`config.mk`:
```
export PLATFORM = sky130hd
export DESIGN_NAME = heading_lqr_antiwindup_flat
export DESIGN_NICKNAME = d
export VERILOG_FILES = /design/src/rtl/hlqr_pkg.sv /design/src/rtl/hlqr_in_if.sv /design/src/rtl/hlqr_out_if.sv /design/src/rtl/heading_lqr_antiwindup.sv /design/src/flat_wrapper.sv
export SDC_FILE = /design/constraint.sdc
export NUM_CORES = 2
export LEC_CHECK = 0
export BUFFER_PORTS_ARGS = -buffer_cell sky130_fd_sc_hd__buf_4
export CAP_MARGIN = 20
export CORE_ASPECT_RATIO = 1.1
export CORE_MARGIN = 10
export CORE_UTILIZATION = 60
export CTS_BUF_LIST = sky130_fd_sc_hd__clkbuf_8
export DETAILED_ROUTE_END_ITERATION = 16
export PLACE_DENSITY = 0.87
export SYNTH_ARGS = -nofsm -noshare
export SYNTH_HDL_FRONTEND = slang
export SYNTH_SLANG_ARGS = --single-unit
```
`constraint.sdc`:
```
create_clock -name clk -period 21.8 [get_ports clk]
set_clock_uncertainty 0.2 [all_clocks]
set_input_delay 2.18 -clock clk [delete_from_list [all_inputs] [get_ports clk]]
set_output_delay 2.18 -clock clk [all_outputs]
set_load 0.01 [all_outputs]
```
`src/rtl/hlqr_pkg.sv`:
```
`timescale 1ns / 1ps
package hlqr_pkg;

  // widths of the internal datapath
  localparam int ANG_W    = 21;  // wrapped angles and differences, signed
  localparam int ACC_W    = 48;  // saturated internal values
  localparam int OPA_W    = 49;  // signed multiplier operand a
  localparam int OPB_W    = 33;  // signed multiplier operand b
  localparam int MB_W     = 32;  // magnitude of operand b
  localparam int MA_SPLIT = 24;  // operand a goes through the multiplier in two halves
  localparam int PROD_W   = 56;  // 24 x 32 partial product
  localparam int CMD_W    = 16;

  // fixed right shifts of the products
  localparam logic [4:0] SHIFT_NONE   = 5'd0;
  localparam logic [4:0] SHIFT_RATE   = 5'd8;
  localparam logic [4:0] SHIFT_PERIOD = 5'd16;

  // register indexes on the configuration port
  localparam logic [2:0] REG_HEADING_RATE_GAIN = 3'd0;
  localparam logic [2:0] REG_YAW_RATE_GAIN     = 3'd1;
  localparam logic [2:0] REG_ERROR_GAIN        = 3'd2;
  localparam logic [2:0] REG_WINDUP_GAIN       = 3'd3;
  localparam logic [2:0] REG_OUTPUT_LIMIT      = 3'd4;
  localparam logic [2:0] REG_SAMPLE_PERIOD     = 3'd5;
  localparam logic [2:0] REG_SAMPLE_RATE       = 3'd6;

  // reset values of the registers that are not zero
  localparam logic [14:0] OUTPUT_LIMIT_RST  = 15'd32767;
  localparam logic [15:0] SAMPLE_PERIOD_RST = 16'd6554;
  localparam logic [23:0] SAMPLE_RATE_RST   = 24'd2560;

  typedef logic signed [ACC_W-1:0] acc_t;

  localparam acc_t ACC_MAX = {1'b0, {(ACC_W-1){1'b1}}};
  localparam acc_t ACC_MIN = {1'b1, {(ACC_W-1){1'b0}}};
  localparam logic [ACC_W-1:0] MAG_CAP = {1'b1, {(ACC_W-1){1'b0}}};

  typedef enum logic [3:0] {
    ST_IDLE,
    ST_PREP,
    ST_LOAD,
    ST_MUL_LO,
    ST_MUL_HI,
    ST_SUM,
    ST_SIGN,
    ST_MERGE,
    ST_ADJ,
    ST_CLAMP,
    ST_EXCESS,
    ST_WRITE
  } state_t;

  // which product the shared multiplier is working on
  typedef enum logic [2:0] {
    OP_HDG,
    OP_RATE,
    OP_FB,
    OP_ERR,
    OP_INT,
    OP_WIND
  } mul_op_t;

  typedef struct packed {
    logic take_in;
    logic prep;
    logic load;
    logic mul_lo;
    logic mul_hi;
    logic sum;
    logic sign;
    logic merge;
    logic adj;
    logic clamp;
    logic excess;
    logic write;
  } ctrl_t;

  // saturate a 49-bit sum to 48 bits
  function automatic acc_t sat_acc(input logic signed [ACC_W:0] x);
    acc_t r;
    if (x[ACC_W] != x[ACC_W-1]) begin
      r = x[ACC_W] ? ACC_MIN : ACC_MAX;
    end else begin
      r = x[ACC_W-1:0];
    end
    return r;
  endfunction

endpackage

```
`src/rtl/hlqr_in_if.sv`:
```
`timescale 1ns / 1ps
interface hlqr_in_if;
  logic               valid;
  logic               ready;
  logic [14:0]        target_heading;
  logic signed [15:0] measured_yaw;
  logic signed [15:0] measured_yaw_rate;

  modport source (
    output valid, target_heading, measured_yaw, measured_yaw_rate,
    input  ready
  );

  modport sink (
    input  valid, target_heading, measured_yaw, measured_yaw_rate,
    output ready
  );
endinterface

```
`src/rtl/hlqr_out_if.sv`:
```
`timescale 1ns / 1ps
interface hlqr_out_if;
  logic               valid;
  logic               ready;
  logic signed [15:0] command;
  logic               limited;

  modport source (
    output valid, command, limited,
    input  ready
  );

  modport sink (
    input  valid, command, limited,
    output ready
  );
endinterface

```
`src/rtl/heading_lqr_antiwindup.sv`:
```
`timescale 1ns / 1ps
// one item at a time runs prep, then six products through the one shared 24 x 32
//   multiplier (load, low half, high half, sum, sign, merge each), with adjust, clamp
//   and excess between them, then write-back, which waits while the output register is full
// a finished result waits in the output register while the next item is taken
// reset (rst, synchronous, active high) clears the sequencer, history, integrator,
//   windup term and output valid, and loads the register reset values
module heading_lqr_antiwindup #(
  parameter int ANGLE_FRAC_BITS = 6,
  parameter int GAIN_FRAC_BITS  = 16
) (
  input  logic              clk,
  input  logic              rst,
  input  logic              cfg_write_en,
  input  logic [2:0]        cfg_index,
  input  logic [31:0]       cfg_data,
  hlqr_in_if.sink           sample_in,
  hlqr_out_if.source        result_out
);
  import hlqr_pkg::*;

  // full and half turn in angle units
  localparam logic signed [ANG_W-1:0] FULL_TURN = ANG_W'(360 << ANGLE_FRAC_BITS);
  localparam logic signed [ANG_W-1:0] HALF_TURN = ANG_W'(180 << ANGLE_FRAC_BITS);
  localparam logic [4:0] GAIN_SHIFT = 5'(GAIN_FRAC_BITS);

  // configuration registers
  logic signed [31:0] heading_rate_gain;
  logic signed [31:0] yaw_rate_gain;
  logic signed [31:0] error_gain;
  logic signed [31:0] windup_gain;
  logic [14:0]        output_limit;
  logic [15:0]        sample_period;
  logic [23:0]        sample_rate;

  // sequencer
  state_t  state;
  state_t  state_next;
  mul_op_t op;
  ctrl_t   ctrl;

  // captured input item
  logic [14:0]        in_target;
  logic signed [15:0] in_yaw;
  logic signed [15:0] in_rate;

  // loop state
  logic signed [15:0] last_yaw;
  logic signed [15:0] last_yaw_rate;
  acc_t               integrator;
  acc_t               windup_term;

  // working values
  logic signed [ANG_W-1:0] err_val;
  logic signed [ANG_W-1:0] dpsi_val;
  logic signed [16:0]      rdiff_val;
  acc_t                    acc;
  acc_t                    clamped;
  logic                    limited_val;
  logic signed [ACC_W:0]   excess;
  logic signed [CMD_W-1:0] cmd_val;

  // shared multiplier unit
  logic [ACC_W-1:0]  ma;
  logic [MB_W-1:0]   mb;
  logic              m_neg;
  logic [4:0]        m_shift;
  logic [PROD_W-1:0] lo_part;
  logic [PROD_W-1:0] hi_part;
  logic [ACC_W-1:0]  mag;
  acc_t              mres;

  // output register
  logic                    out_valid;
  logic signed [CMD_W-1:0] out_command;
  logic                    out_limited;

  // ---------------------------------------------------------------------------
  // configuration writes, taken at any time the enable is high
  // ---------------------------------------------------------------------------
  always_ff @(posedge clk) begin
    if (rst) begin
      heading_rate_gain <= '0;
      yaw_rate_gain     <= '0;
      error_gain        <= '0;
      windup_gain       <= '0;
      output_limit      <= OUTPUT_LIMIT_RST;
      sample_period     <= SAMPLE_PERIOD_RST;
      sample_rate       <= SAMPLE_RATE_RST;
    end else if (cfg_write_en) begin
      case (cfg_index)
        REG_HEADING_RATE_GAIN: heading_rate_gain <= cfg_data;
        REG_YAW_RATE_GAIN:     yaw_rate_gain     <= cfg_data;
        REG_ERROR_GAIN:        error_gain        <= cfg_data;
        REG_WINDUP_GAIN:       windup_gain       <= cfg_data;
        REG_OUTPUT_LIMIT:      output_limit      <= cfg_data[14:0];
        REG_SAMPLE_PERIOD:     sample_period     <= cfg_data[15:0];
        REG_SAMPLE_RATE:       sample_rate       <= cfg_data[23:0];
        default: ;  // index beyond the register list is dropped
      endcase
    end
  end

  // ---------------------------------------------------------------------------
  // sequencer: next state
  // each product runs load, low half, high half, sum, sign, merge
  // ---------------------------------------------------------------------------
  always_comb begin
    state_next = state;
    case (state)
      ST_IDLE:   if (sample_in.valid) state_next = ST_PREP;
      ST_PREP:   state_next = ST_LOAD;
      ST_LOAD:   state_next = ST_MUL_LO;
      ST_MUL_LO: state_next = ST_MUL_HI;
      ST_MUL_HI: state_next = ST_SUM;
      ST_SUM:    state_next = ST_SIGN;
      ST_SIGN:   state_next = ST_MERGE;
      ST_MERGE: begin
        case (op)
          OP_ERR:  state_next = ST_ADJ;
          OP_INT:  state_next = ST_CLAMP;
          OP_WIND: state_next = ST_WRITE;
          default: state_next = ST_LOAD;
        endcase
      end
      ST_ADJ:    state_next = ST_LOAD;
      ST_CLAMP:  state_next = ST_EXCESS;
      ST_EXCESS: state_next = ST_LOAD;
      ST_WRITE:  if (!out_valid || result_out.ready) state_next = ST_IDLE;
      default:   state_next = ST_IDLE;
    endcase
  end

  // sequencer: step strobes
  always_comb begin
    ctrl = '0;
    case (state)
      ST_IDLE:   ctrl.take_in = 1'b1;
      ST_PREP:   ctrl.prep    = 1'b1;
      ST_LOAD:   ctrl.load    = 1'b1;
      ST_MUL_LO: ctrl.mul_lo  = 1'b1;
      ST_MUL_HI: ctrl.mul_hi  = 1'b1;
      ST_SUM:    ctrl.sum     = 1'b1;
      ST_SIGN:   ctrl.sign    = 1'b1;
      ST_MERGE:  ctrl.merge   = 1'b1;
      ST_ADJ:    ctrl.adj     = 1'b1;
      ST_CLAMP:  ctrl.clamp   = 1'b1;
      ST_EXCESS: ctrl.excess  = 1'b1;
      ST_WRITE:  ctrl.write   = !out_valid || result_out.ready;
      default:   ctrl = '0;
    endcase
  end

  always_ff @(posedge clk) begin
    if (rst) begin
      state <= ST_IDLE;
    end else begin
      state <= state_next;
    end
  end

  assign sample_in.ready = ctrl.take_in;

  // ---------------------------------------------------------------------------
  // angle prep: map negative yaw up by a full turn, wrap error and change once
  // ---------------------------------------------------------------------------
  logic signed [ANG_W-1:0] yaw_ext;
  logic signed [ANG_W-1:0] yaw_map;
  logic signed [ANG_W-1:0] err_raw;
  logic signed [ANG_W-1:0] dpsi_raw;
  logic signed [ANG_W-1:0] err_wrap;
  logic signed [ANG_W-1:0] dpsi_wrap;

  always_comb begin
    yaw_ext  = ANG_W'(in_yaw);
    yaw_map  = (yaw_ext < 0) ? yaw_ext + FULL_TURN : yaw_ext;
    err_raw  = $signed({{(ANG_W-15){1'b0}}, in_target}) - yaw_map;
    dpsi_raw = yaw_map - ANG_W'(last_yaw);
    if (err_raw > HALF_TURN) begin
      err_wrap = err_raw - FULL_TURN;
    end else if (err_raw < -HALF_TURN) begin
      err_wrap = err_raw + FULL_TURN;
    end else begin
      err_wrap = err_raw;
    end
    if (dpsi_raw > HALF_TURN) begin
      dpsi_wrap = dpsi_raw - FULL_TURN;
    end else if (dpsi_raw < -HALF_TURN) begin
      dpsi_wrap = dpsi_raw + FULL_TURN;
    end else begin
      dpsi_wrap = dpsi_raw;
    end
  end

  // ---------------------------------------------------------------------------
  // operand select for the product in progress
  //   hdg : wrapped heading change x heading_rate_gain
  //   rate: yaw rate change x yaw_rate_gain
  //   fb  : rate sum x sample_rate, >> 8 (divide by the period)
  //   err : wrapped error x error_gain
  //   int : integrator step x sample_period, >> 16
  //   wind: clamp excess x windup_gain, >> gain fraction bits
  // ---------------------------------------------------------------------------
  logic signed [OPA_W-1:0] op_a;
  logic signed [OPB_W-1:0] op_b;
  logic [4:0]              op_shift;
  logic signed [OPA_W-1:0] abs_a;
  logic signed [OPB_W-1:0] abs_b;

  always_comb begin
    case (op)
      OP_HDG: begin
        op_a     = OPA_W'(dpsi_val);
        op_b     = OPB_W'(heading_rate_gain);
        op_shift = SHIFT_NONE;
      end
      OP_RATE: begin
        op_a     = OPA_W'(rdiff_val);
        op_b     = OPB_W'(yaw_rate_gain);
        op_shift = SHIFT_NONE;
      end
      OP_FB: begin
        op_a     = OPA_W'(acc);
        op_b     = $signed({{(OPB_W-24){1'b0}}, sample_rate});
        op_shift = SHIFT_RATE;
      end
      OP_ERR: begin
        op_a     = OPA_W'(err_val);
        op_b     = OPB_W'(error_gain);
        op_shift = SHIFT_NONE;
      end
      OP_INT: begin
        op_a     = OPA_W'(acc);
        op_b     = $signed({{(OPB_W-16){1'b0}}, sample_period});
        op_shift = SHIFT_PERIOD;
      end
      OP_WIND: begin
        op_a     = excess;
        op_b     = OPB_W'(windup_gain);
        op_shift = GAIN_SHIFT;
      end
      default: begin
        op_a     = '0;
        op_b     = '0;
        op_shift = SHIFT_NONE;
      end
    endcase
    abs_a = op_a[OPA_W-1] ? -op_a : op_a;
    abs_b = op_b[OPB_W-1] ? -op_b : op_b;
  end

  // ---------------------------------------------------------------------------
  // shared multiplier: magnitude of a in two 24-bit halves times magnitude of b
  // ---------------------------------------------------------------------------
  logic [MA_SPLIT-1:0] mult_x;
  logic [PROD_W-1:0]   mul_p;

  assign mult_x = ctrl.mul_hi ? ma[ACC_W-1:MA_SPLIT] : ma[MA_SPLIT-1:0];
  assign mul_p  = PROD_W'(mult_x) * PROD_W'(mb);

  // magnitude = min(hi << (24 - s) + lo >> s, 2^47)
  logic [4:0]        hi_shift;
  logic [5:0]        bound_shift;
  logic [PROD_W-1:0] hi_bound;
  logic [PROD_W-1:0] hi_shifted;
  logic [PROD_W:0]   sum_wide;
  logic              mag_ovf;

  always_comb begin
    hi_shift    = 5'(MA_SPLIT) - m_shift;
    bound_shift = 6'(MA_SPLIT - 1) + {1'b0, m_shift};
    hi_bound    = PROD_W'(1) << bound_shift;
    hi_shifted  = hi_part << hi_shift;
    sum_wide    = {1'b0, hi_shifted} + {1'b0, lo_part};
    mag_ovf     = (hi_part > hi_bound) || (sum_wide > (PROD_W+1)'(MAG_CAP));
  end

  // ---------------------------------------------------------------------------
  // clamp against the command limit
  // ---------------------------------------------------------------------------
  acc_t                  lim;
  acc_t                  cmd_full;
  logic signed [ACC_W:0] excess_next;

  always_comb begin
    lim         = acc_t'({{(ACC_W-15){1'b0}}, output_limit}) << GAIN_FRAC_BITS;
    cmd_full    = clamped >>> GAIN_FRAC_BITS;  // floor toward minus infinity
    excess_next = {integrator[ACC_W-1], integrator} - {clamped[ACC_W-1], clamped};
  end

  // ---------------------------------------------------------------------------
  // sequenced datapath
  // ---------------------------------------------------------------------------
  always_ff @(posedge clk) begin
    if (rst) begin
      op            <= OP_HDG;
      last_yaw      <= '0;
      last_yaw_rate <= '0;
      integrator    <= '0;
      windup_term   <= '0;
    end else begin
      if (ctrl.prep) begin
        op            <= OP_HDG;
        last_yaw      <= yaw_map[15:0];  // kept wrapped to 16 bits
        last_yaw_rate <= in_rate;
      end
      if (ctrl.merge) begin
        case (op)
          OP_HDG:  op <= OP_RATE;
          OP_RATE: op <= OP_FB;
          OP_FB:   op <= OP_ERR;
          OP_INT:  integrator <= sat_acc({integrator[ACC_W-1], integrator} +
                                         {mres[ACC_W-1], mres});
          OP_WIND: windup_term <= mres;
          default: ;
        endcase
      end
      if (ctrl.adj) begin
        op <= OP_INT;
      end
      if (ctrl.excess) begin
        op <= OP_WIND;
      end
    end
  end

  always_ff @(posedge clk) begin
    if (ctrl.take_in && sample_in.valid) begin
      in_target <= sample_in.target_heading;
      in_yaw    <= sample_in.measured_yaw;
      in_rate   <= sample_in.measured_yaw_rate;
    end
    if (ctrl.prep) begin
      err_val   <= err_wrap;
      dpsi_val  <= dpsi_wrap;
      rdiff_val <= 17'(in_rate) - 17'(last_yaw_rate);
    end
    if (ctrl.load) begin
      ma      <= abs_a[ACC_W-1:0];
      mb      <= abs_b[MB_W-1:0];
      m_neg   <= op_a[OPA_W-1] ^ op_b[OPB_W-1];
      m_shift <= op_shift;
    end
    if (ctrl.mul_lo) begin
      lo_part <= mul_p >> m_shift;
    end
    if (ctrl.mul_hi) begin
      hi_part <= mul_p;
    end
    if (ctrl.sum) begin
      mag <= mag_ovf ? MAG_CAP : sum_wide[ACC_W-1:0];
    end
    if (ctrl.sign) begin
      // a positive 2^47 saturates to the largest value, a negative one stays
      if (m_neg) begin
        mres <= acc_t'(~mag + 1'b1);
      end else begin
        mres <= mag[ACC_W-1] ? ACC_MAX : acc_t'(mag);
      end
    end
    if (ctrl.merge) begin
      case (op)
        OP_HDG:  acc <= mres;
        OP_RATE: acc <= sat_acc({acc[ACC_W-1], acc} + {mres[ACC_W-1], mres});
        OP_FB:   acc <= mres;
        OP_ERR:  acc <= sat_acc({mres[ACC_W-1], mres} - {acc[ACC_W-1], acc});
        default: ;
      endcase
    end
    if (ctrl.adj) begin
      // integrator input less the back-calculation term
      acc <= sat_acc({acc[ACC_W-1], acc} - {windup_term[ACC_W-1], windup_term});
    end
    if (ctrl.clamp) begin
      if (integrator > lim) begin
        clamped     <= lim;
        limited_val <= 1'b1;
      end else if (integrator < -lim) begin
        clamped     <= -lim;
        limited_val <= 1'b1;
      end else begin
        clamped     <= integrator;
        limited_val <= 1'b0;
      end
    end
    if (ctrl.excess) begin
      excess  <= excess_next;
      cmd_val <= cmd_full[CMD_W-1:0];
    end
    if (ctrl.write) begin
      out_command <= cmd_val;
      out_limited <= limited_val;
    end
  end

  // ---------------------------------------------------------------------------
  // output register, holds until the transfer
  // ---------------------------------------------------------------------------
  always_ff @(posedge clk) begin
    if (rst) begin
      out_valid <= 1'b0;
    end else if (ctrl.write) begin
      out_valid <= 1'b1;
    end else if (result_out.ready) begin
      out_valid <= 1'b0;
    end
  end

  assign result_out.valid   = out_valid;
  assign result_out.command = out_command;
  assign result_out.limited = out_limited;

endmodule
```
`src/flat_wrapper.sv`:
```
// flat-port wrapper written by rule: the top's interface ports become plain ports
module heading_lqr_antiwindup_flat import hlqr_pkg::*;
#(
  parameter int ANGLE_FRAC_BITS = 6,
  parameter int GAIN_FRAC_BITS  = 16
)
  (clk, rst, cfg_write_en, cfg_index, cfg_data, sample_in_valid, sample_in_target_heading, sample_in_measured_yaw, sample_in_measured_yaw_rate, sample_in_ready, result_out_valid, result_out_command, result_out_limited, result_out_ready);
  hlqr_in_if sample_in_i ();
  hlqr_out_if result_out_i ();
  input  logic clk;
  input  logic rst;
  input  logic cfg_write_en;
  input  logic [2:0] cfg_index;
  input  logic [31:0] cfg_data;
  input wire logic [$bits(sample_in_i.valid)-1:0] sample_in_valid;
  input wire logic [$bits(sample_in_i.target_heading)-1:0] sample_in_target_heading;
  input wire logic [$bits(sample_in_i.measured_yaw)-1:0] sample_in_measured_yaw;
  input wire logic [$bits(sample_in_i.measured_yaw_rate)-1:0] sample_in_measured_yaw_rate;
  output wire logic [$bits(sample_in_i.ready)-1:0] sample_in_ready;
  output wire logic [$bits(result_out_i.valid)-1:0] result_out_valid;
  output wire logic [$bits(result_out_i.command)-1:0] result_out_command;
  output wire logic [$bits(result_out_i.limited)-1:0] result_out_limited;
  input wire logic [$bits(result_out_i.ready)-1:0] result_out_ready;
  assign sample_in_i.valid = sample_in_valid;
  assign sample_in_i.target_heading = sample_in_target_heading;
  assign sample_in_i.measured_yaw = sample_in_measured_yaw;
  assign sample_in_i.measured_yaw_rate = sample_in_measured_yaw_rate;
  assign sample_in_ready = sample_in_i.ready;
  assign result_out_valid = result_out_i.valid;
  assign result_out_command = result_out_i.command;
  assign result_out_limited = result_out_i.limited;
  assign result_out_i.ready = result_out_ready;
  heading_lqr_antiwindup #(.ANGLE_FRAC_BITS(ANGLE_FRAC_BITS), .GAIN_FRAC_BITS(GAIN_FRAC_BITS)) u_core (.clk(clk), .rst(rst), .cfg_write_en(cfg_write_en), .cfg_index(cfg_index), .cfg_data(cfg_data), .sample_in(sample_in_i), .result_out(result_out_i));
endmodule
```
==> results by group <==
Min path
  • Worst hold path type: flip-flop to flip-flop
  • Hold Crit Endpoint: u_core.result_out.command[12]$_DFFE_PP_
  • Hold Startpoint: u_core.cmd_val[12]$_DFFE_PP_
  • Hold Path Stages: 0

GRT
  • Largest net degree at the start of global routing: 132
  • Total grt overflow: 0
  • First-pass GRT wire length: 436 mm
  • Gr usage total: 34.3%
  • Vias in the first global route: 75500
  • Initial antenna violation count: 13

Critical path
  • Reg2reg setup slack: 10.49 ns
  • Worst EP arrival: 11.78 ns
  • Required @ worst endpoint: 22.27 ns
  • Crit start category: flip-flop
  • RR Startpoint: u_core.state[2]$_SDFFE_PP0P_
  • CP peak stage delay: 0.85 ns
  • Buffers and inverters on the worst path: 8
  • Reg2reg path depth: 29
  • Critical-path top delay cell: mux2_2
  • Crit path kind: flip-flop to flip-flop
  • Worst setup EP type: flip-flop
  • Top Family by Delay on Critical Path: adder cells
  • CP dominant cell by count: fa_1
  • Largest fanout on the critical path: 70
  • Worst reg2reg path endpoint: u_core.lo_part[29]$_DFFE_PP_

Detailed routing
  • Final ANT Viol Nets: 0
  • DRC violations left: 0
  • Detailed Routing Iterations Pass 1: 7
  • DR vias: 76900
  • Vias per std cell: 6.47
  • Iter 0 DRT Violations: 9370
  • Final wirelength: 286 mm
  • Wire length per cell: 24.1 um

Finish
  • Final net count: 11100
  • Sequential cell area: 23700 um^2
  • Share of layout cells above drive strength 1: 6.70%
  • Most common cell after layout, fill and taps aside: nand2_1
  • Area Overhead vs Synth: 5.95%
  • Most frequent cells in the layout: nand2_1 (1273), inv_1 (1157), a21oi_1 (844)
  • FILL cells: 11800
  • Area of the multi-input gates: 57900 um^2

Logic synthesis
  • Yosys warning total: 0
  • Syn_area_per_cell: 8.79 um^2
  • Sequential area share after synthesis: 27.0%
  • Mapped Area: 87700 um^2
  • Synth cell types: 115
  • Cells after Synth: 9978
  • Ys async rst share: 0%
  • Syn Nets: 11300
  • Yosys reg bits: 895
  • Dominant synthesized flop cell: edfxtp_1
  • EDFF count, synth: 576

Timing
  • Hold slack: 0.222 ns
  • Fin Setup TNS: 0 ns
  • Tcrit/Tclk final: 51.9%
  • Final min period: 11.31 ns
  • Relative slew slack: 19.8%
  • Final setup viols: 0
  • Final hold violation count: 0
  • Worst slew pin tran: 1.20 ns
  • F_max: 88.4 MHz
  • Final Max Slew Viols: 0
  • RSZ-0062 raised after global routing: false

Placement
  • Routability congestion estimate from global placement: 1.06
  • Post-DP HPWL: 217 mm
  • IO buf count: 105

Clocking
  • CTS Buf Count: 145
  • Post-CTS setup buffer count: 0
  • Hold_buf cts: 0
  • Clock slew at reported path FFs: 0.07 ns
  • Clock Latency Late Sink: 0.94 ns
  • H-tree levels: 4
  • CTS sink count: 895
  • CTS max path bufs: 3
  • CTS root buf: clkbuf_8
  • Post_cts resized: 0
  • CTS tree: done

Die
  • Die area: 162000 um^2
  • Initial Utilization: 60.2%
  • IO Pins: 106
  • Row count: 147
  • Die height: 421 um
  • Die width: 385 um
  • Std-Cell Core Area: 146000 um^2

Outcome
  • Status: finished, final reports clean

Flow run
  • Total of max-cap violations: 0
## kinds of logic (layout without fill, tap and decap cells)
| family | count (synthesis) | count (layout) | share of synthesized area (%) |
|---|---|---|---|
| AND/OR/NAND/NOR | 3075 | 3075 | 16.7 |
| AO/OA/AOI/OAI | 2412 | 2412 | 17.9 |
| buffers and inverters | 1653 | 1601 | 7.23 |
| adder cells (fa/ha/maj) | 1265 | 1265 | 23.7 |
| flip-flops | 895 | 895 | 27.0 |
| XOR/XNOR | 427 | 427 | 4.26 |
| multiplexers | 251 | 251 | 3.15 |
| other | 0 | 8 | 0 |
## worst reg2reg max path, delay by kind of cell (launching register included)
kind                     cells  cell delay (ns)
multiplexers                 3             1.62
AND/OR/NAND/NOR              4             0.83
buffers and inverters        8             1.62
adder cells (fa/ha/maj)      8             3.99
AO/OA/AOI/OAI                5             1.46
flip-flops                   1             0.74
XOR/XNOR                     1             0.60
## cell usage after synthesis (25+ instances only)
| cell type | count | area (um^2) |
|---|---|---|
| o211ai_1 | 43 | 323 |
| nand2b_1 | 69 | 432 |
| a211oi_2 | 35 | 438 |
| nand4_1 | 79 | 494 |
| and2_1 | 357 | 2230 |
| or2_2 | 26 | 163 |
| o21a_1 | 68 | 510 |
| clkbuf_1 | 441 | 1660 |
| buf_2 | 45 | 225 |
| nor2b_1 | 177 | 1110 |
| a31oi_1 | 133 | 832 |
| edfxtp_1 | 576 | 17300 |
| fa_1 | 667 | 13400 |
| a21o_1 | 201 | 1510 |
| xnor2_1 | 279 | 2440 |
| a211o_1 | 39 | 342 |
| buf_1 | 36 | 135 |
| mux2i_1 | 168 | 1680 |
| dfxtp_1 | 319 | 6390 |
| o21bai_1 | 71 | 533 |
| and3_1 | 58 | 363 |
| o22ai_1 | 38 | 238 |
| nand2_1 | 1276 | 4790 |
| nand3_1 | 89 | 445 |
| a221oi_1 | 51 | 447 |
| nor2_1 | 545 | 2050 |
| mux2_2 | 70 | 788 |
| or3_1 | 51 | 319 |
| a211oi_1 | 110 | 826 |
| o31ai_1 | 34 | 255 |
| inv_1 | 1112 | 4170 |
| nor4_1 | 68 | 425 |
| a22oi_1 | 39 | 293 |
| nor3_1 | 158 | 791 |
| a21oi_1 | 844 | 4220 |
| a21boi_0 | 25 | 188 |
| xor2_1 | 148 | 1300 |
| o21ai_0 | 368 | 1840 |
| ha_1 | 591 | 7390 |
## state kept, by name, indices dropped and copies added, names as in the netlist, 21 cells and up
| signal | flops |
|---|---|
| u_core.windup_gain | 32 |
| u_core.lo_part | 56 |
| u_core.err_val | 21 |
| u_core.mag | 48 |
| u_core.mres | 48 |
| u_core.clamped | 48 |
| u_core.yaw_rate_gain | 32 |
| u_core.windup_term | 48 |
| u_core.heading_rate_gain | 32 |
| u_core.integrator | 48 |
| u_core.acc | 48 |
| u_core.ma | 48 |
| u_core.sample_rate | 24 |
| u_core.excess | 49 |
| u_core.mb | 32 |
| u_core.hi_part | 56 |
| u_core.dpsi_val | 21 |
| u_core.error_gain | 32 |
## worst max-delay path by stage
stage                                 startpoint                           end  slack [ns]  depth (start not counted)
floorplan           u_core.state[2]$_SDFFE_PP0P_  u_core.lo_part[25]$_DFFE_PP_       10.93                         30
global placement    u_core.state[2]$_SDFFE_PP0P_  u_core.lo_part[29]$_DFFE_PP_       10.86                         29
detailed placement  u_core.state[2]$_SDFFE_PP0P_  u_core.lo_part[29]$_DFFE_PP_       10.78                         29
CTS                 u_core.state[2]$_SDFFE_PP0P_  u_core.lo_part[29]$_DFFE_PP_       10.69                         29
global route        u_core.state[2]$_SDFFE_PP0P_  u_core.lo_part[29]$_DFFE_PP_       10.13                         29
finish              u_core.state[2]$_SDFFE_PP0P_  u_core.lo_part[29]$_DFFE_PP_       10.49                         29
## area by class of cell
type	instances	area share, %
well taps	1937	2.61
flip-flops and latches	895	25.5
multi-input cells	7430	62.3
inverters	1116	4.51
clock buffers	163	2.41
clock inverters	106	0.892
diodes	8	0.0215
repair buffers	216	1.79
## per-layer routing
metal  share of wire, %  up-vias  global-route usage [%]
met5              0.013        -                       0
met4                6.4        6                    18.6
met3                 12     1019                    8.23
met2                 45     4731                    53.0
met1                 37    37100                    44.1
li1                   -    34000                       -
## stage by stage
stage / instance area [um^2] / std cells / setup WS [ns] / utilization [%]
floorplan: 87700 / 9978 / 10.93 / -
global route: 92900 / 11900 / 10.13 / 63.8
CTS: 92900 / 11900 / 10.69 / 63.7
global placement: 89800 / 11600 / 10.86 / 61.6
finish: 93000 / 11900 / 10.49 / 63.8
detailed placement: 89800 / 11600 / 10.78 / 61.6
Power is not shown: default switching activity piles up to over one toggle a cycle in this logic, so the estimate is an artifact.
